`src/rtl/linked_list_reorder_engine_top_defines.svh`:
```
// assertion macros for the linked-list reorder engine
// used by modules that check their own control logic; expects clk and arst_n in scope
`ifndef LINKED_LIST_REORDER_ENGINE_TOP_DEFINES_SVH
`define LINKED_LIST_REORDER_ENGINE_TOP_DEFINES_SVH

// implication or sequence property, checked out of reset
`define LLRE_ASSERT(lbl, prop, msg) \
	lbl: assert property (@(posedge clk) disable iff (!arst_n) prop) \
		else $error(msg);

// plain condition that must hold on every clock edge out of reset
`define LLRE_ASSERT_ALWAYS(lbl, expr, msg) \
	lbl: assert property (@(posedge clk) disable iff (!arst_n) (expr)) \
		else $error(msg);

`endif

```
`src/rtl/llre_pkg.sv`:
```
// shared constants, command codes and types of the linked-list reorder engine
// no dependencies
`timescale 1ns / 1ps

package llre_pkg;

	localparam int MAX_ITEMS   = 1024;
	localparam int NODES       = MAX_ITEMS + 1;
	localparam int IDX_W       = $clog2(NODES);
	localparam int LEN_W       = 11;
	localparam int MODE_W      = 3;
	localparam int SUM_W       = 20;
	localparam int JOIN_SLOTS  = 4;
	localparam int JCNT_W      = $clog2(JOIN_SLOTS + 1);
	localparam int IN_TDATA_W  = 32;
	localparam int OUT_TDATA_W = 24;

	localparam logic [MODE_W-1:0] MODE_INIT   = 3'd0;
	localparam logic [MODE_W-1:0] MODE_MOVE_L = 3'd1;
	localparam logic [MODE_W-1:0] MODE_MOVE_R = 3'd2;
	localparam logic [MODE_W-1:0] MODE_SWAP   = 3'd3;
	localparam logic [MODE_W-1:0] MODE_REV    = 3'd4;
	localparam logic [MODE_W-1:0] MODE_REPORT = 3'd5;

	// one port of a link memory as driven by the sequencer
	typedef struct packed {
		logic             we;
		logic [IDX_W-1:0] waddr;
		logic [IDX_W-1:0] wdata;
		logic [IDX_W-1:0] raddr;
	} link_port_t;

	// right_link[a] = b and left_link[b] = a
	typedef struct packed {
		logic [IDX_W-1:0] a;
		logic [IDX_W-1:0] b;
	} join_t;

endpackage

```
`src/rtl/llre_seq.sv`:
```
// command sequencer: reads the link memories, plans the relinks and writes them back
// depends on llre_pkg and linked_list_reorder_engine_top_defines.svh
`timescale 1ns / 1ps
`include "linked_list_reorder_engine_top_defines.svh"

module llre_seq import llre_pkg::*; (
	input  logic              clk,
	input  logic              arst_n,
	input  logic              in_valid,
	output logic              in_ready,
	input  logic [MODE_W-1:0] mode,
	input  logic [IDX_W-1:0]  item_x,
	input  logic [IDX_W-1:0]  item_y,
	input  logic [LEN_W-1:0]  list_length,
	output logic              res_valid,
	input  logic              res_ready,
	output logic [SUM_W-1:0]  res_sum,
	output link_port_t        rport,
	output link_port_t        lport,
	input  logic [IDX_W-1:0]  r_rdata,
	input  logic [IDX_W-1:0]  l_rdata
);

	localparam logic [2:0] ST_IDLE  = 3'd0;
	localparam logic [2:0] ST_INIT  = 3'd1;
	localparam logic [2:0] ST_WALK0 = 3'd2;
	localparam logic [2:0] ST_WALK  = 3'd3;
	localparam logic [2:0] ST_FIN   = 3'd4;
	localparam logic [2:0] ST_RDY   = 3'd5;
	localparam logic [2:0] ST_PLAN  = 3'd6;
	localparam logic [2:0] ST_WRITE = 3'd7;

	logic [2:0]        state_q;
	logic [IDX_W-1:0]  n_q;
	logic              rev_q;
	logic [SUM_W-1:0]  tri_q;
	logic [SUM_W-1:0]  sum_q;
	logic [IDX_W-1:0]  cnt_q;
	logic [MODE_W-1:0] op_q;
	logic [IDX_W-1:0]  x_q;
	logic [IDX_W-1:0]  y_q;
	logic [IDX_W-1:0]  lx_q;
	logic [IDX_W-1:0]  rx_q;
	join_t             joins_q [JOIN_SLOTS];
	logic [JCNT_W-1:0] jcnt_q;

	logic              accept;
	logic [IDX_W-1:0]  n_sat;
	logic [IDX_W:0]    n_p1;
	logic [2*IDX_W:0]  tri_prod;
	logic              cmd_ok;
	logic [MODE_W-1:0] eff_mode;

	// relink plan
	join_t             plan [JOIN_SLOTS];
	logic [JCNT_W-1:0] plan_cnt;
	logic              sw;
	logic [IDX_W-1:0]  ax, ay, alx, arx, aly, ary;

	assign accept   = in_valid && in_ready;
	assign in_ready = (state_q == ST_IDLE);

	always_comb begin
		if (list_length == '0) begin
			n_sat = IDX_W'(1);
		end else if (list_length > LEN_W'(MAX_ITEMS)) begin
			n_sat = IDX_W'(MAX_ITEMS);
		end else begin
			n_sat = IDX_W'(list_length);
		end
	end

	assign n_p1     = {1'b0, n_sat} + (IDX_W + 1)'(1);
	assign tri_prod = (2 * IDX_W + 1)'(n_sat) * (2 * IDX_W + 1)'(n_p1);

	assign cmd_ok = (item_x != item_y) && (item_x != '0) && (item_y != '0) &&
		(item_x <= n_q) && (item_y <= n_q);

	// left and right moves trade places while the list is reversed
	always_comb begin
		eff_mode = mode;
		if (rev_q && mode == MODE_MOVE_L) begin
			eff_mode = MODE_MOVE_R;
		end else if (rev_q && mode == MODE_MOVE_R) begin
			eff_mode = MODE_MOVE_L;
		end
	end

	// in PLAN the read data holds left and right of y
	always_comb begin
		sw  = (r_rdata == x_q);
		ax  = sw ? y_q : x_q;
		ay  = sw ? x_q : y_q;
		alx = sw ? l_rdata : lx_q;
		arx = sw ? r_rdata : rx_q;
		aly = sw ? lx_q : l_rdata;
		ary = sw ? rx_q : r_rdata;
		for (int i = 0; i < JOIN_SLOTS; i++) begin
			plan[i] = '0;
		end
		plan_cnt = '0;
		unique case (op_q)
			MODE_MOVE_L: begin
				if (x_q != l_rdata) begin
					plan[0]  = '{a: lx_q, b: rx_q};
					plan[1]  = '{a: l_rdata, b: x_q};
					plan[2]  = '{a: x_q, b: y_q};
					plan_cnt = JCNT_W'(3);
				end
			end
			MODE_MOVE_R: begin
				if (x_q != r_rdata) begin
					plan[0]  = '{a: lx_q, b: rx_q};
					plan[1]  = '{a: y_q, b: x_q};
					plan[2]  = '{a: x_q, b: r_rdata};
					plan_cnt = JCNT_W'(3);
				end
			end
			default: begin
				plan[0] = '{a: alx, b: ay};
				if (arx == ay) begin
					plan[1]  = '{a: ay, b: ax};
					plan[2]  = '{a: ax, b: ary};
					plan_cnt = JCNT_W'(3);
				end else begin
					plan[1]  = '{a: ay, b: arx};
					plan[2]  = '{a: aly, b: ax};
					plan[3]  = '{a: ax, b: ary};
					plan_cnt = JCNT_W'(4);
				end
			end
		endcase
	end

	// memory ports
	always_comb begin
		rport = '0;
		lport = '0;
		unique case (state_q)
			ST_IDLE: begin
				rport.raddr = item_x;
			end
			ST_RDY: begin
				rport.raddr = y_q;
			end
			ST_WALK: begin
				rport.raddr = r_rdata;
			end
			ST_INIT: begin
				rport.we    = 1'b1;
				rport.waddr = cnt_q;
				rport.wdata = (cnt_q == n_q) ? '0 : cnt_q + IDX_W'(1);
				lport.we    = 1'b1;
				lport.waddr = cnt_q;
				lport.wdata = (cnt_q == '0) ? n_q : cnt_q - IDX_W'(1);
			end
			ST_WRITE: begin
				rport.we    = 1'b1;
				rport.waddr = joins_q[0].a;
				rport.wdata = joins_q[0].b;
				lport.we    = 1'b1;
				lport.waddr = joins_q[0].b;
				lport.wdata = joins_q[0].a;
			end
			default: begin
			end
		endcase
		lport.raddr = rport.raddr;
	end

	assign res_valid = (state_q == ST_FIN);
	assign res_sum   = (rev_q && !n_q[0]) ? tri_q - sum_q : sum_q;

	always_ff @(posedge clk or negedge arst_n) begin
		if (!arst_n) begin
			state_q <= ST_IDLE;
			n_q     <= '0;
			rev_q   <= 1'b0;
			tri_q   <= '0;
			jcnt_q  <= '0;
			cnt_q   <= '0;
		end else begin
			unique case (state_q)
				ST_IDLE: begin
					if (accept) begin
						unique case (mode) inside
							MODE_INIT: begin
								n_q     <= n_sat;
								tri_q   <= SUM_W'(tri_prod >> 1);
								rev_q   <= 1'b0;
								cnt_q   <= '0;
								state_q <= ST_INIT;
							end
							MODE_REV: begin
								rev_q <= !rev_q;
							end
							MODE_REPORT: begin
								cnt_q   <= IDX_W'(1);
								state_q <= (n_q == '0) ? ST_FIN : ST_WALK0;
							end
							MODE_MOVE_L, MODE_MOVE_R, MODE_SWAP: begin
								if (cmd_ok) begin
									state_q <= ST_RDY;
								end
							end
							default: begin
							end
						endcase
					end
				end
				ST_INIT: begin
					cnt_q <= cnt_q + IDX_W'(1);
					if (cnt_q == n_q) begin
						state_q <= ST_IDLE;
					end
				end
				ST_WALK0: begin
					state_q <= ST_WALK;
				end
				ST_WALK: begin
					cnt_q <= cnt_q + IDX_W'(1);
					if (cnt_q == n_q) begin
						state_q <= ST_FIN;
					end
				end
				ST_FIN: begin
					if (res_ready) begin
						state_q <= ST_IDLE;
					end
				end
				ST_RDY: begin
					state_q <= ST_PLAN;
				end
				ST_PLAN: begin
					jcnt_q  <= plan_cnt;
					state_q <= (plan_cnt == '0) ? ST_IDLE : ST_WRITE;
				end
				ST_WRITE: begin
					jcnt_q <= jcnt_q - JCNT_W'(1);
					if (jcnt_q == JCNT_W'(1)) begin
						state_q <= ST_IDLE;
					end
				end
				default: begin
					state_q <= ST_IDLE;
				end
			endcase
		end
	end

	// payload registers
	always_ff @(posedge clk) begin
		if (state_q == ST_IDLE) begin
			op_q  <= eff_mode;
			x_q   <= item_x;
			y_q   <= item_y;
			sum_q <= '0;
		end
		if (state_q == ST_RDY) begin
			lx_q <= l_rdata;
			rx_q <= r_rdata;
		end
		if (state_q == ST_WALK && cnt_q[0]) begin
			sum_q <= sum_q + SUM_W'(r_rdata);
		end
		if (state_q == ST_PLAN) begin
			for (int i = 0; i < JOIN_SLOTS; i++) begin
				joins_q[i] <= plan[i];
			end
		end else if (state_q == ST_WRITE) begin
			for (int i = 0; i < JOIN_SLOTS - 1; i++) begin
				joins_q[i] <= joins_q[i + 1];
			end
			joins_q[JOIN_SLOTS - 1] <= '0;
		end
	end

	`LLRE_ASSERT_ALWAYS(a_n_range, n_q <= IDX_W'(MAX_ITEMS), "active count beyond capacity")
	`LLRE_ASSERT(a_walk_range, (state_q == ST_WALK) |-> (cnt_q != '0 && cnt_q <= n_q), "walk index out of list")
	`LLRE_ASSERT(a_write_count, (state_q == ST_WRITE) |-> (jcnt_q != '0 && jcnt_q <= JCNT_W'(JOIN_SLOTS)), "bad relink count")
	`LLRE_ASSERT(a_rev_toggle, (accept && mode == MODE_REV) |=> (rev_q != $past(rev_q)), "reverse request did not toggle")

endmodule

```
`config.mk`:
```
export PLATFORM = sky130hd
export DESIGN_NAME = llre_seq
export DESIGN_NICKNAME = d
export VERILOG_FILES = /design/src/rtl/llre_pkg.sv /design/src/rtl/llre_seq.sv
export VERILOG_INCLUDE_DIRS = /design/src /design/src/rtl
export SDC_FILE = /design/constraint.sdc
export NUM_CORES = 1
export LEC_CHECK = 0
export BUFFER_PORTS_ARGS = -buffer_cell sky130_fd_sc_hd__buf_2
export CORE_MARGIN = 2
export CORE_UTILIZATION = 35
export DETAILED_ROUTE_END_ITERATION = 7
export HOLD_SLACK_MARGIN = 0.02
export REMOVE_ABC_BUFFERS = 1
export SLEW_MARGIN = 0
export SYNTH_ARGS = -nofsm -noshare
export SYNTH_HDL_FRONTEND = slang
export SYNTH_SLANG_ARGS = --single-unit
```
`constraint.sdc`:
```
create_clock -name clk -period 12 [get_ports clk]
set_clock_uncertainty 0.05 [all_clocks]
set_input_delay 0 -clock clk [delete_from_list [all_inputs] [get_ports clk]]
set_output_delay 0 -clock clk [all_outputs]
set_load 0.01 [all_outputs]
```
==> results.ini <==
[synthesis]
synth.distinct_cells=70
ys_async_sr_fraction=0.240
avgSynthCellArea_sq_um=8.79
syn_area_sq_um=17500
yosysMostFrequentCell=nand2_1
yosysTopAreaCellShare=0.266
yosysTopAreaCell=edfxtp_1
seq_area_frac_synth=0.336
syn_inst=1989
synth_edf_count=155
yosysWarnings=0
synthFlopType=edfxtp_1
synth_area_leaders=edfxtp_1 (27%), fa_1 (10%), ha_1 (8.5%)
ys_seq_elements=204
synth_common_cells=nand2_1 (274), nor2_1 (193), inv_1 (168)

[clock_tree]
clk_pin_slew_ns=0.06
numCtsBuffers=24
htreeDepth=1
postCtsSetupRepairBufs=0
cts_root_buf=clkbuf_16
cts.path.max_buffers=3
cts_tree=done
clock-sinks=204
clock_latency_ns=0.54

[pwr]
p_total_w=0.00439
ir_worst_vdd_v=0.000200
p_per_area_nw_per_um2=221
p_leak_nw=8.70

[global_routing]
grt_pass1_vias=14821
grt_pass1_wl_microns=84500
grt_max_degree=71
grt_usage=0.210
overflow=0
antenna_found_initial=2

[floorplan]
die_width_microns=227
num_rows=81
die_h_microns=227
start_util=0.356
dieArea_sq_um=51700
io_pins=152
core-area_sq_um=49200

[cells_and_area]
largest_register_ffs=88
layout-drive-gt1-share=0.112
top_regs=joins_q x88, sum_q x20, tri_q x20
antenna_cells=0
top_register=joins_q
fin_nets=2375
final_cells=2786
syn_to_final_growth_pct=14.0

[sta]
fin_ws_ns=4.47
max_slew.worst_pin.slew_ns=0.978
setup_tns_ns=0
fin_crit_sh=0.628
relSlewSlack=0.346
finalHoldViolations=0
post-route-min-period_ns=7.53
hold_ws_ns=0.0568
drv_slew=0
fmax_mhz=133
setup-violations-final=0
rsz0062_at_grt=false

[place]
post-place-ws_ns=4.57
globalplace.congestion=0.911
dpl.cell_count=2690
hpwlAfterDp_microns=40300
portBuffers=151

[route]
drt-pass1-iter-count=5
drc=0
vias=15248
routed_wl_microns=54900
wl_per_cell_microns=19.7
vias_per_cell=5.47
drt_iter0_drc=1269
ant_nets=0

[critical_path]
ff2ff_setup_slack_ns=7.99
cp-startpoint=list_length[10]
reg2reg_depth=4
path_class=in2reg
timing.rr.end=sum_q[10]
cp.required_ns=12.34
crit_path_end=tri_q[19]
worst-path-max-fanout=18
end_kind=flop
reg2reg_from=state_q[0]
start_kind=input pin
cp.arrival_ns=7.87

[outcome]
outcome=complete, no violations

[worst_hold_path]
hold_path.class=in2async

[flow_run]
drv_cap=0

-- worst min path at each step --
stage	from	end
2_1_floorplan	arst_n	cnt_q[0]
3_3_place_gp	arst_n	tri_q[19]
3_5_place_dp	arst_n	tri_q[19]
4_1_cts	list_length[6]	n_q[6]
5_1_grt	list_length[6]	n_q[6]
6_report	arst_n	tri_q[19]
-- cell type report --
type | count | area, sq um
fillers | 4896 | 29200
well taps | 664 | 831
repair buffers | 221 | 1410
clock inverters | 12 | 100
flip-flops and latches | 204 | 5880
inverters | 171 | 643
multi-input cells | 1482 | 10400
clock buffers | 32 | 672
-- cell usage in the layout, fill, tap and decap left out, drive strengths merged, types with 39 or more instances in the layout --
| cell | n |
|---|---|
| a21oi | 154 |
| buf | 169 |
| dfrtp | 49 |
| dlygate4sd3 | 52 |
| edfxtp | 155 |
| fa | 90 |
| ha | 119 |
| inv | 169 |
| nand2 | 274 |
| nand2b | 47 |
| nor2 | 193 |
| nor3 | 39 |
| o21ai | 137 |
| xnor2 | 47 |
| xor2 | 51 |
-- layer usage --
metal	vias up	track usage	part of all wire	wire length (microns)
met3	116	0.0303	0.059	3220
met1	7502	0.275	0.43	23300
met4	2	0.0696	0.036	1980
met2	534	0.357	0.48	26300
li1	7094	-	-	-
met5	-	0	0.00024	13
-- kinds of logic after synthesis --
group / Yosys count / share of synthesized area
AOI/OAI and AO/OA: 469 / 0.171
xor gates and xnor gates: 98 / 0.0491
adders and majority gates: 209 / 0.188
buffers and inverters: 310 / 0.0719
DFF: 204 / 0.336
muxes: 18 / 0.0105
other: 2 / 0.000430
and+or+nand+nor: 679 / 0.173
-- critical path, stage by stage --
cell and delay (ns):
dlygate4sd3_1 0.52, buf_2 0.21, clkinv_1 0.46, nand2_1 0.62, inv_1 0.16, ha_1 0.31, nand3_1 0.12, ha_1 0.37
or2_2 0.36, fa_1 0.48, inv_1 0.04, ha_1 0.26, inv_1 0.05, fa_1 0.52, inv_1 0.06, fa_1 0.56
inv_1 0.07, fa_1 0.54, inv_1 0.04, ha_1 0.35, a2111oi_0 0.36, o21ai_0 0.20, a31oi_1 0.41, o21ai_0 0.24
o31ai_1 0.28, xnor2_1 0.15, o21ai_0 0.09
-- through the flow --
stage / util / cell area, sq um
floorplan: - / 16900
global placement: 0.379 / 18600
detailed placement: 0.379 / 18600
CTS: 0.405 / 19900
global route: 0.405 / 19900
finish: 0.405 / 19900
-- where the power goes --
group | switching (W) | internal, W | total, W
registers | 0.000272 | 0.00104 | 0.00131
logic | 0.00147 | 0.000887 | 0.00236
clock network | 0.000310 | 0.000417 | 0.000726
total | 0.00205 | 0.00234 | 0.00439
-- repair_timing --
| action | in CTS | in global routing |
|---|---|---|
| gates resized for setup | 0 | 0 |
| endpoints found under the hold margin | 157 | 0 |
| endpoints found under the setup margin | 0 | 0 |
| hold buffers | 52 | 0 |
Power figures use the tool's default switching activity.
